`config.mk`:
```
export PLATFORM = sky130hd
export DESIGN_NAME = sequence_store_with_sort
export DESIGN_NICKNAME = d
export VERILOG_FILES = /design/src/rtl/sss_pkg.sv /design/src/rtl/sss_mem.sv /design/src/rtl/sss_seq.sv /design/src/rtl/sequence_store_with_sort.sv
export SDC_FILE = /design/constraint.sdc
export NUM_CORES = 2
export LEC_CHECK = 0
export BUFFER_PORTS_ARGS = -buffer_cell sky130_fd_sc_hd__buf_2
export CAP_MARGIN = 10
export CORE_ASPECT_RATIO = 0.5
export CORE_MARGIN = 1.5
export CORE_UTILIZATION = 45
export CTS_CLUSTER_DIAMETER = 60
export DETAILED_ROUTE_END_ITERATION = 6
export GPL_ROUTABILITY_DRIVEN = 0
export PLACE_DENSITY = 0.72
export SLEW_MARGIN = 20
export SYNTH_ARGS = -nofsm -noshare
export SYNTH_HDL_FRONTEND = slang
export SYNTH_SLANG_ARGS = --single-unit
```
`constraint.sdc`:
```
create_clock -name clk -period 12.28 [get_ports clk]
set_clock_uncertainty 0.2 [all_clocks]
set_input_delay 1.842 -clock clk [delete_from_list [all_inputs] [get_ports clk]]
set_output_delay 1.842 -clock clk [all_outputs]
set_load 0.02 [all_outputs]
```
`src/rtl/sss_pkg.sv`:
```
// shared types and constants for the sequence store with sort
// no dependencies
package sss_pkg;
	localparam int Capacity = 64;
	localparam int AddrW = $clog2(Capacity);
	localparam int CountW = $clog2(Capacity + 1);

	typedef enum logic [2:0] {
		CMD_APPEND = 3'd0,
		CMD_PREPEND = 3'd1,
		CMD_INSERT = 3'd2,
		CMD_SORT = 3'd3,
		CMD_READ = 3'd4
	} cmd_t;

	typedef enum logic [2:0] {
		ST_OK = 3'd0,
		ST_EMPTY = 3'd1,
		ST_NOKEY = 3'd2,
		ST_FULL = 3'd3,
		ST_BADIDX = 3'd4
	} status_t;

	// the write port and read address of the entry memory as driven by the sequencer
	typedef struct packed {
		logic we;
		logic [AddrW-1:0] waddr;
		logic [31:0] wdata;
		logic [AddrW-1:0] raddr;
	} mem_req_t;
endpackage

```
`src/rtl/sss_mem.sv`:
```
// entry memory: one write port, one read port, registered read data
// depends on sss_pkg
module sss_mem (
	input logic clk,
	input sss_pkg::mem_req_t req,
	output logic [31:0] rdata
);
	import sss_pkg::*;

	logic [31:0] mem [Capacity];

	always_ff @(posedge clk) begin
		if (req.we) begin
			mem[req.waddr] <= req.wdata;
		end
		rdata <= mem[req.raddr];
	end
endmodule

```
`src/rtl/sss_seq.sv`:
```
// command sequencer: walks the entry memory for every command it carries out
// depends on sss_pkg, drives sss_mem through a mem_req_t
module sss_seq (
	input logic clk,
	input logic arst_n,
	input logic in_valid,
	output logic in_ready,
	input logic [2:0] command,
	input logic [31:0] value,
	input logic [31:0] key,
	input logic [5:0] index,
	output logic out_valid,
	input logic out_ready,
	output logic [2:0] status,
	output logic [31:0] data,
	output logic [6:0] count,
	output sss_pkg::mem_req_t req,
	input logic [31:0] rdata
);
	import sss_pkg::*;

	typedef enum logic [4:0] {
		S_IDLE, S_APP, S_PRE_RD, S_PRE_WR, S_PRE_HEAD, S_READ_RD, S_READ_DATA,
		S_CNT_RD, S_CNT_CHK, S_INS_DEC, S_INS_RD, S_INS_WR, S_INS_WR2,
		S_SRT_NEXT, S_SRT_KEY, S_SRT_CMP, S_SRT_PUT, S_DONE
	} state_t;

	state_t state_q;
	logic [31:0] val_q, key_q, v_q, a_q;
	logic [CountW-1:0] cnt_q, i_q, j_q, m_q;
	logic [CountW:0] tot;
	logic [2:0] st_q;
	logic [31:0] dat_q;
	logic ov_q;
	logic hit;
	logic gt;

	assign in_ready = (state_q == S_IDLE) && !ov_q;
	assign out_valid = ov_q;
	assign status = st_q;
	assign data = dat_q;
	assign count = 7'(cnt_q);
	assign tot = {1'b0, cnt_q} + {1'b0, m_q};
	assign hit = (rdata == key_q);
	assign gt = $signed(rdata) > $signed(v_q);

	// memory request is combinational on the current step
	always_comb begin
		req = '0;
		case (state_q)
			S_APP: begin
				req.we = 1'b1;
				req.waddr = AddrW'(cnt_q);
				req.wdata = val_q;
			end
			S_PRE_RD, S_READ_RD, S_CNT_RD, S_INS_RD, S_SRT_NEXT: begin
				req.raddr = AddrW'(i_q);
			end
			// shift entry i up by one
			S_PRE_WR: begin
				req.we = 1'b1;
				req.waddr = AddrW'(i_q + CountW'(1));
				req.wdata = rdata;
			end
			S_PRE_HEAD: begin
				req.we = 1'b1;
				req.waddr = '0;
				req.wdata = val_q;
			end
			// entry i lands at i plus matches below it, a match gets the value just above it
			S_INS_WR: begin
				req.we = 1'b1;
				req.waddr = AddrW'(i_q + m_q);
				req.wdata = hit ? val_q : rdata;
			end
			S_INS_WR2: begin
				req.we = 1'b1;
				req.waddr = AddrW'(i_q + m_q);
				req.wdata = a_q;
			end
			S_SRT_KEY: begin
				req.raddr = AddrW'(i_q - CountW'(1));
			end
			// move the larger neighbor up and fetch the next one down
			S_SRT_CMP: begin
				req.raddr = AddrW'(j_q - CountW'(2));
				if (gt) begin
					req.we = 1'b1;
					req.waddr = AddrW'(j_q);
					req.wdata = rdata;
				end
			end
			S_SRT_PUT: begin
				req.we = 1'b1;
				req.waddr = AddrW'(j_q);
				req.wdata = v_q;
			end
			default: ;
		endcase
	end

	always_ff @(posedge clk or negedge arst_n) begin
		if (!arst_n) begin
			state_q <= S_IDLE;
			cnt_q <= '0;
			i_q <= '0;
			j_q <= '0;
			m_q <= '0;
			val_q <= '0;
			key_q <= '0;
			v_q <= '0;
			a_q <= '0;
			st_q <= ST_OK;
			dat_q <= '0;
			ov_q <= 1'b0;
		end else begin
			if (ov_q && out_ready) begin
				ov_q <= 1'b0;
			end
			case (state_q)
				S_IDLE: begin
					if (in_valid && in_ready) begin
						val_q <= value;
						key_q <= key;
						st_q <= ST_OK;
						dat_q <= '0;
						state_q <= S_DONE;
						case (command)
							CMD_APPEND: begin
								if (cnt_q == CountW'(Capacity)) st_q <= ST_FULL;
								else state_q <= S_APP;
							end
							CMD_PREPEND: begin
								if (cnt_q == '0) st_q <= ST_EMPTY;
								else if (cnt_q == CountW'(Capacity)) st_q <= ST_FULL;
								else begin
									i_q <= cnt_q - CountW'(1);
									state_q <= S_PRE_RD;
								end
							end
							CMD_INSERT: begin
								if (cnt_q == '0) st_q <= ST_EMPTY;
								else begin
									i_q <= '0;
									m_q <= '0;
									state_q <= S_CNT_RD;
								end
							end
							CMD_SORT: begin
								if (cnt_q == '0) st_q <= ST_EMPTY;
								else begin
									i_q <= CountW'(1);
									state_q <= S_SRT_NEXT;
								end
							end
							CMD_READ: begin
								if (cnt_q == '0) st_q <= ST_EMPTY;
								else if (CountW'(index) >= cnt_q) st_q <= ST_BADIDX;
								else begin
									i_q <= CountW'(index);
									state_q <= S_READ_RD;
								end
							end
							default: ;
						endcase
					end
				end
				S_APP: begin
					cnt_q <= cnt_q + CountW'(1);
					state_q <= S_DONE;
				end
				S_PRE_RD: begin
					state_q <= S_PRE_WR;
				end
				S_PRE_WR: begin
					if (i_q == '0) state_q <= S_PRE_HEAD;
					else begin
						i_q <= i_q - CountW'(1);
						state_q <= S_PRE_RD;
					end
				end
				S_PRE_HEAD: begin
					cnt_q <= cnt_q + CountW'(1);
					state_q <= S_DONE;
				end
				S_READ_RD: begin
					state_q <= S_READ_DATA;
				end
				S_READ_DATA: begin
					dat_q <= rdata;
					state_q <= S_DONE;
				end
				// count matches over the entries present before the command
				S_CNT_RD: begin
					state_q <= S_CNT_CHK;
				end
				S_CNT_CHK: begin
					if (hit) m_q <= m_q + CountW'(1);
					if (i_q + CountW'(1) == cnt_q) state_q <= S_INS_DEC;
					else begin
						i_q <= i_q + CountW'(1);
						state_q <= S_CNT_RD;
					end
				end
				S_INS_DEC: begin
					if (m_q == '0) begin
						st_q <= ST_NOKEY;
						state_q <= S_DONE;
					end else if (tot > (CountW+1)'(Capacity)) begin
						st_q <= ST_FULL;
						state_q <= S_DONE;
					end else begin
						cnt_q <= CountW'(tot);
						i_q <= cnt_q - CountW'(1);
						state_q <= S_INS_RD;
					end
				end
				// spread from the tail down so no unread entry is overwritten
				S_INS_RD: begin
					state_q <= S_INS_WR;
				end
				S_INS_WR: begin
					a_q <= rdata;
					if (hit) begin
						m_q <= m_q - CountW'(1);
						state_q <= S_INS_WR2;
					end else if (i_q == '0) state_q <= S_DONE;
					else begin
						i_q <= i_q - CountW'(1);
						state_q <= S_INS_RD;
					end
				end
				S_INS_WR2: begin
					if (i_q == '0) state_q <= S_DONE;
					else begin
						i_q <= i_q - CountW'(1);
						state_q <= S_INS_RD;
					end
				end
				// insertion sort, entries below i already in order
				S_SRT_NEXT: begin
					if (i_q == cnt_q) state_q <= S_DONE;
					else state_q <= S_SRT_KEY;
				end
				S_SRT_KEY: begin
					v_q <= rdata;
					j_q <= i_q;
					state_q <= S_SRT_CMP;
				end
				S_SRT_CMP: begin
					if (gt) begin
						j_q <= j_q - CountW'(1);
						if (j_q == CountW'(1)) state_q <= S_SRT_PUT;
					end else state_q <= S_SRT_PUT;
				end
				S_SRT_PUT: begin
					i_q <= i_q + CountW'(1);
					state_q <= S_SRT_NEXT;
				end
				S_DONE: begin
					ov_q <= 1'b1;
					state_q <= S_IDLE;
				end
				default: begin
					state_q <= S_IDLE;
				end
			endcase
		end
	end
endmodule

```
`src/rtl/sequence_store_with_sort.sv`:
```
// sequence store with sort, top level
// throughput: one item in flight; the next is taken the cycle after the result is accepted
// reset: arst_n clears count and control; memory contents undefined until written
module sequence_store_with_sort (
	input logic clk,
	input logic arst_n,
	input logic s_axis_tvalid,
	output logic s_axis_tready,
	input logic [79:0] s_axis_tdata, // command, value, key, index, pad
	output logic m_axis_tvalid,
	input logic m_axis_tready,
	output logic [47:0] m_axis_tdata // status, data, count, pad
);
	import sss_pkg::*;
	mem_req_t req;
	logic [31:0] rdata;
	logic [2:0] st;
	logic [31:0] dt;
	logic [6:0] ct;

	sss_seq u_seq (
		.clk(clk), .arst_n(arst_n),
		.in_valid(s_axis_tvalid), .in_ready(s_axis_tready),
		.command(s_axis_tdata[2:0]), .value(s_axis_tdata[34:3]),
		.key(s_axis_tdata[66:35]), .index(s_axis_tdata[72:67]),
		.out_valid(m_axis_tvalid), .out_ready(m_axis_tready),
		.status(st), .data(dt), .count(ct), .req(req), .rdata(rdata)
	);
	sss_mem u_mem (.clk(clk), .req(req), .rdata(rdata));
	assign m_axis_tdata = {6'd0, ct, dt, st};
endmodule

```
== Word level (Yosys, flattened, before mapping) ==
Memory sizes are Yosys's and may differ from the RTL's. A register that Yosys moved wholly into a read port is not among the register bits.
Index checks and enable logic that the tools add are counted.
Word-level totals
  bits in registers: 197
  memory bits (writable): 2048
  input bits: 84
  logic and storage cells: 163
  memories kept: 1
Memories
  u_mem.mem: words 64, width 32, read ports 1, clocked after Yosys merged registers in 1, write ports 1, RTL line sss_mem.sv:10  | logic [31:0] mem [Capacity];
Cells by class
  add/sub/neg operators: 10
  $lt $le $gt $ge: 3
  eq/ne operators: 45
  mux-type cells: 63
  reduce and logical (&&, ||, !) cells: 29
Operators by type and width (number)
  $pmux W39 S7: 1
  $mux W7: 19
  $mux W5: 15
  $pmux W5 S15: 1
  $mux W32: 2
  $pmux W32 S2: 1
  $pmux W7 S6: 1
  $eq A5 B4 Y1 const B: 8
  $mux W39: 1
  $eq A32 B32 Y1: 1
  $gt A32 B32 Y1: 1
  $pmux W7 S2: 2
  $pmux W7 S4: 1
  $sub A7 B1 Y7 const B: 4
  $pmux W5 S5: 1
  $add A7 B1 Y7 const B: 3
  $logic_not A7 Y1: 3
  $ne A3 B3 Y1 const B: 7
  $pmux W7 S3: 1
  $eq A5 B3 Y1 const B: 4
  $mux W3: 6
  $pmux W6 S3: 1
  $eq A7 B7 Y1: 2
  $ne A2 B2 Y1 const B: 7
  other kinds (35): 57

== Depth between registers and ports, before layout ==
  word-level depth: 6
  mapped depth: 14
  mapped depth without buffers: 12

== By module ==
From an unflattened synthesis, not the netlist that was laid out.
Second synthesis, totals
  cell total of the unflattened synthesis: 4832
  area, all modules: 91153.7 um^2
By module, submodules not included
  sss_mem: times used 1, cells an instance 3504, area each 78930.7 um^2, seq. area each 62139.6 um^2
  sss_seq: times used 1, cells an instance 1321, area each 12174.2 um^2, seq. area each 4929.7 um^2
  sequence_store_with_sort: times used 1, cells an instance 7, area each 48.8 um^2, seq. area each 0.0 um^2

== Least setup slack after synthesis ==
Ideal clock, no wire load.
  kind: register to register
  from: reg u_seq.v_q[31]
  to: mem u_mem.mem[28][0] (enable)
  setup time: 0.502 ns
  arrival: 5.584 ns
  data required time: 11.578 ns
  slack: 5.994 ns
  cell stages (with the launch flop): 12
  buffers on the path: 2
  cells stage by stage: dfrtp_1 inv_1 ha_1 nand4_2 or4_4 a211oi_4 o31a_2 a21oi_2 o21ba_1 buf_2 buf_6 nor4_1
On the way
  longest elaborated chain between the ends: 5
Ends and longest elaborated chain
  from (decl): RTL line sss_seq.sv:29  | logic [31:0] val_q, key_q, v_q, a_q;
  from (signal assigned): RTL line sss_seq.sv:246  | v_q <= rdata;
  $gt A32 B32 Y1 *: RTL line sss_seq.sv:45  | assign gt = $signed(rdata) > $signed(v_q);
  $mux W39 *: RTL line sss_seq.sv:87  | if (gt) begin
  $pmux W39 S7 *: RTL line sss_seq.sv:50  | case (state_q)
  $mux W1: RTL line sss_mem.sv:13  | if (req.we) begin
  $mux W1 (implied by the code): RTL line sss_mem.sv:14  | mem[req.waddr] <= req.wdata;
  to (decl): RTL line sss_mem.sv:10
Mark *: on every way between the ends. The rest lies on a longest branch, timed or not.

== Final worst setup path ==
  from: reg u_seq.state_q[0]
  to: reg u_mem.rdata[26], read port of u_mem.mem
On the way
  longest elaborated chain between the ends: 3
  elaborated cells between the ends (all ways): 9
  classes of those cells: eq/ne: 7; mux: 1; reduce/logical: 1
Ends and longest elaborated chain
  from (decl): RTL line sss_seq.sv:28  | state_t state_q;
  from (signal assigned): RTL line sss_seq.sv:104  | state_q <= S_IDLE;
  from (signal assigned): RTL line sss_seq.sv:127  | state_q <= S_DONE;
  from (signal assigned): RTL line sss_seq.sv:131  | else state_q <= S_APP;
  $eq A5 B2 Y1, or another cell as far along: RTL line sss_seq.sv:50
  $reduce_or A5 Y1: RTL line sss_seq.sv:50
  $pmux W6 S3 *: RTL line sss_seq.sv:50
  to (decl): RTL line sss_mem.sv:6  | output logic [31:0] rdata
Marked as above.
A chain may end at the register's enable or synchronous reset.

==> run metrics <==
Crit Path Category=register to register; Vias=56,740; final wirelength=247,400 µm; Routed Antenna Nets=0; failing checks=design-rule violations; Final setup viols=0; CTS Sinks=2,277; vias in the first global route=54,320; Final period util=0.5483; pin count of the biggest net entering global routing=174; WL/cell=26.42 µm; FF-to-FF Start=u_seq.state_q[0]$_DFFE_PN0P_; Seq cells post-synth=approximately 2,300; # rows=118; crit end category=register; first-pass GRT wire length=358,700 µm; relative slew slack=0.2178; Internal=0.01170 W; max_cap viols=0; post-synth top area share=0.6479; most area-consuming cells after synthesis=edfxtp_1, mux2i_1, dfrtp_1; maximum VDD drop=0.1502 mV; slowest stage delay, CP=0.90 ns; gr usage total=0.2261; area leader, netlist=edfxtp_1; grt total ovfl=0; RSZ-0062 raised after global routing=false; worst-path cell chain=nand2b_1 -> o22ai_4 -> buf_4 -> buf_4 -> a211oi_4 -> buf_12 -> buf_4 -> buf_4 -> mux2i_1 -> mux2i_1 -> mux2_2 -> a22oi_1 -> nand4_1; Hold WS=0.2790 ns; CORE AREA=208,300 µm²; Slowest-stage cell, CP=buf_4; Final HPWL DP=135,400 µm; Fillers=16,680; Crit path arrival time=between 7 and 8 ns; Nets=6,526; Flop pwr share=0.573; Post-Synthesis Cells=6,299; Static Leakage=around 34 nW; hold buffers post-CTS=0; H-tree depth=4; crit path launch type=register; Worst Hold Depth=2; IO Port Bufs=120; Comb pwr share=0.003; synth warn=0; critical path's most frequent cell=buf_4; Sw Share=0.1951; vias per cell=6.061; Synth Flop Type=edfxtp_1; top-level port count=134; Setup Buffers After CTS=0; TritonRoute pass-1 iters=7; clk_lat worst skew=0.85 ns; TritonCTS Buffers=around 200; TritonCTS clock tree=built; die extent in y=327.8 µm; crit-path max FO=107; number of flops mapped to enable cells by yosys=2,048; CTS resizes=0; Root Driver=clkbuf_16; FMAX=148.5 MHz; Required @ worst endpoint=between 10 and 15 ns; Slew Limit Fails=0; CP Launch Point=u_seq.state_q[0]$_DFFE_PN0P_; HP Start=u_seq.a_q[22]$_DFFE_PN0P_; worst reg2reg path depth=13; Period minus WS final=6.733 ns; initial antenna violation count=17; drt initial violations=~8,000; die area=213,900 µm²; Unique masters post-synth=103; Starting Density=0.4556; pwr/cell area=137.2 nW/µm²; Die X=between 600 and 700 µm; Seq/Total Area, Yosys=0.7066; register-to-register setup slack=~5.5 ns; Fin Setup TNS=0 ns; commonest non-fill, non-tap cell in the layout=edfxtp_1; status=complete, but fails checks; fraction of layout cells with a size suffix above 1=0.1405; type of the worst min-delay path=register to register; CTS max path bufs=3; async set or reset register ratio after synthesis=0.08652; final hold violation count=0; Syn-to-layout area delta=11.56%; Mean Syn Cell Area=15.07 µm²; Clock Pin Slew Worst Setup and Hold Paths=approximately 0.060 ns; Worst-Margin Slew=1.173 ns; Clock Power Share=0.425; DRC errors left=2; commonest non-fill, non-tap cells in the layout=edfxtp_1, nand2_1, mux2i_1; Net Sw Power=0.002834 W; Mapped Area=about 95,000 µm²
## registers in the layout, indices dropped and copies added (netlist names)
signal / count
u_seq.val_q: 32
u_seq.status: 3
u_seq.data: 32
u_mem.rdata: 32
u_mem.mem: 2048
u_seq.j_q: 7
u_seq.a_q: 32
u_seq.state_q: 5
u_seq.key_q: 32
u_seq.out_valid: 1
u_seq.i_q: 7
u_seq.m_q: 7
u_seq.v_q: 32
u_seq.count: 7
## cell families (layout without fill, tap and decap cells)
family	count (synthesis)	after routing	share of synthesized area
XOR/XNOR	72	72	0.007078
buffers and inverters	583	819	0.02613
adder cells (fa/ha/maj)	67	67	0.009069
other	1	8	0.00003951
AND/OR/NAND/NOR	1430	1430	0.06687
flip-flops	2277	2277	0.7066
AO/OA/AOI/OAI	1009	1009	0.07926
multiplexers	860	860	0.1050
## layout make-up
class                      instances  area [µm²]  share of cell area
sequential                      2277       67070              0.6334
multi-input combinational       3444       26310              0.2485
clock buffer                     270        5463             0.05159
tap                             2820        3528             0.03332
timing repair buffer             293        2019             0.01907
clock inverter                    98       903.4            0.008531
inverter                         158       593.1            0.005601
antenna                            2       5.005          0.00004726
## stage by stage
| step | util | setup slack, ns | cell area, µm² | cells | power [W] |
|---|---|---|---|---|---|
| after floorplan | - | 5.994 | 94940 | 6304 | 0.008496 |
| final | 0.5083 | 5.547 | 105900 | 9362 | 0.01453 |
| after CTS | 0.5082 | 5.741 | 105900 | 9359 | 0.01459 |
| after global routing | 0.5083 | 5.411 | 105900 | 9360 | 0.01488 |
| after global placement | 0.4776 | 5.780 | 99490 | 8990 | 0.008526 |
| after detailed placement | 0.4777 | 5.737 | 99510 | 8991 | 0.008526 |
## cells in the mapped netlist (96+ instances only)
cell type,count
a211oi_1,138
a311oi_1,132
buf_2,140
clkbuf_1,244
dfrtp_1,197
edfxtp_1,2048
inv_1,156
mux2_2,98
mux2i_1,660
mux4_2,96
nand2_1,846
nand3_1,230
o21ai_0,209
## critical path, delay by kind of cell (launching register included)
kind                   cells  cell delay, ns
and+or+nand+nor            2            0.72
muxes                      3            0.74
DFF                        1            0.74
AOI/OAI and AO/OA          3            0.86
buffers and inverters      5            2.97
## worst paths after layout
check	to
max in group asynchronous	u_seq.val_q[22]$_DFFE_PN0P_
setup reg to reg	u_mem.rdata[26]$_DFF_P_
hold / removal	u_seq.a_q[22]$_DFFE_PN0P_
min in group asynchronous	u_seq.i_q[6]$_DFFE_PN0P_
setup / recovery	u_mem.rdata[26]$_DFF_P_
hold reg to reg	u_seq.a_q[22]$_DFFE_PN0P_
## power groups by stage
stage	combinational [W]	sequential (W)	clock [W]
finish	0.0000395	0.00832	0.00617
floorplan	0.0000109	0.00849	0
global route	0.0000444	0.00831	0.00652
global placement	0.0000403	0.00849	0
CTS	0.0000405	0.00832	0.00623
detailed placement	0.0000403	0.00849	0
## layer usage
layer	vias up	track usage	wire, µm
met1	28820	0.3191	99150
met4	2	0.08600	8946
met5	-	0	8
met3	432	0.04340	25600
li1	24470	-	-
met2	3011	0.3497	113700
No activity file was read; power rests on OpenSTA's default activity.
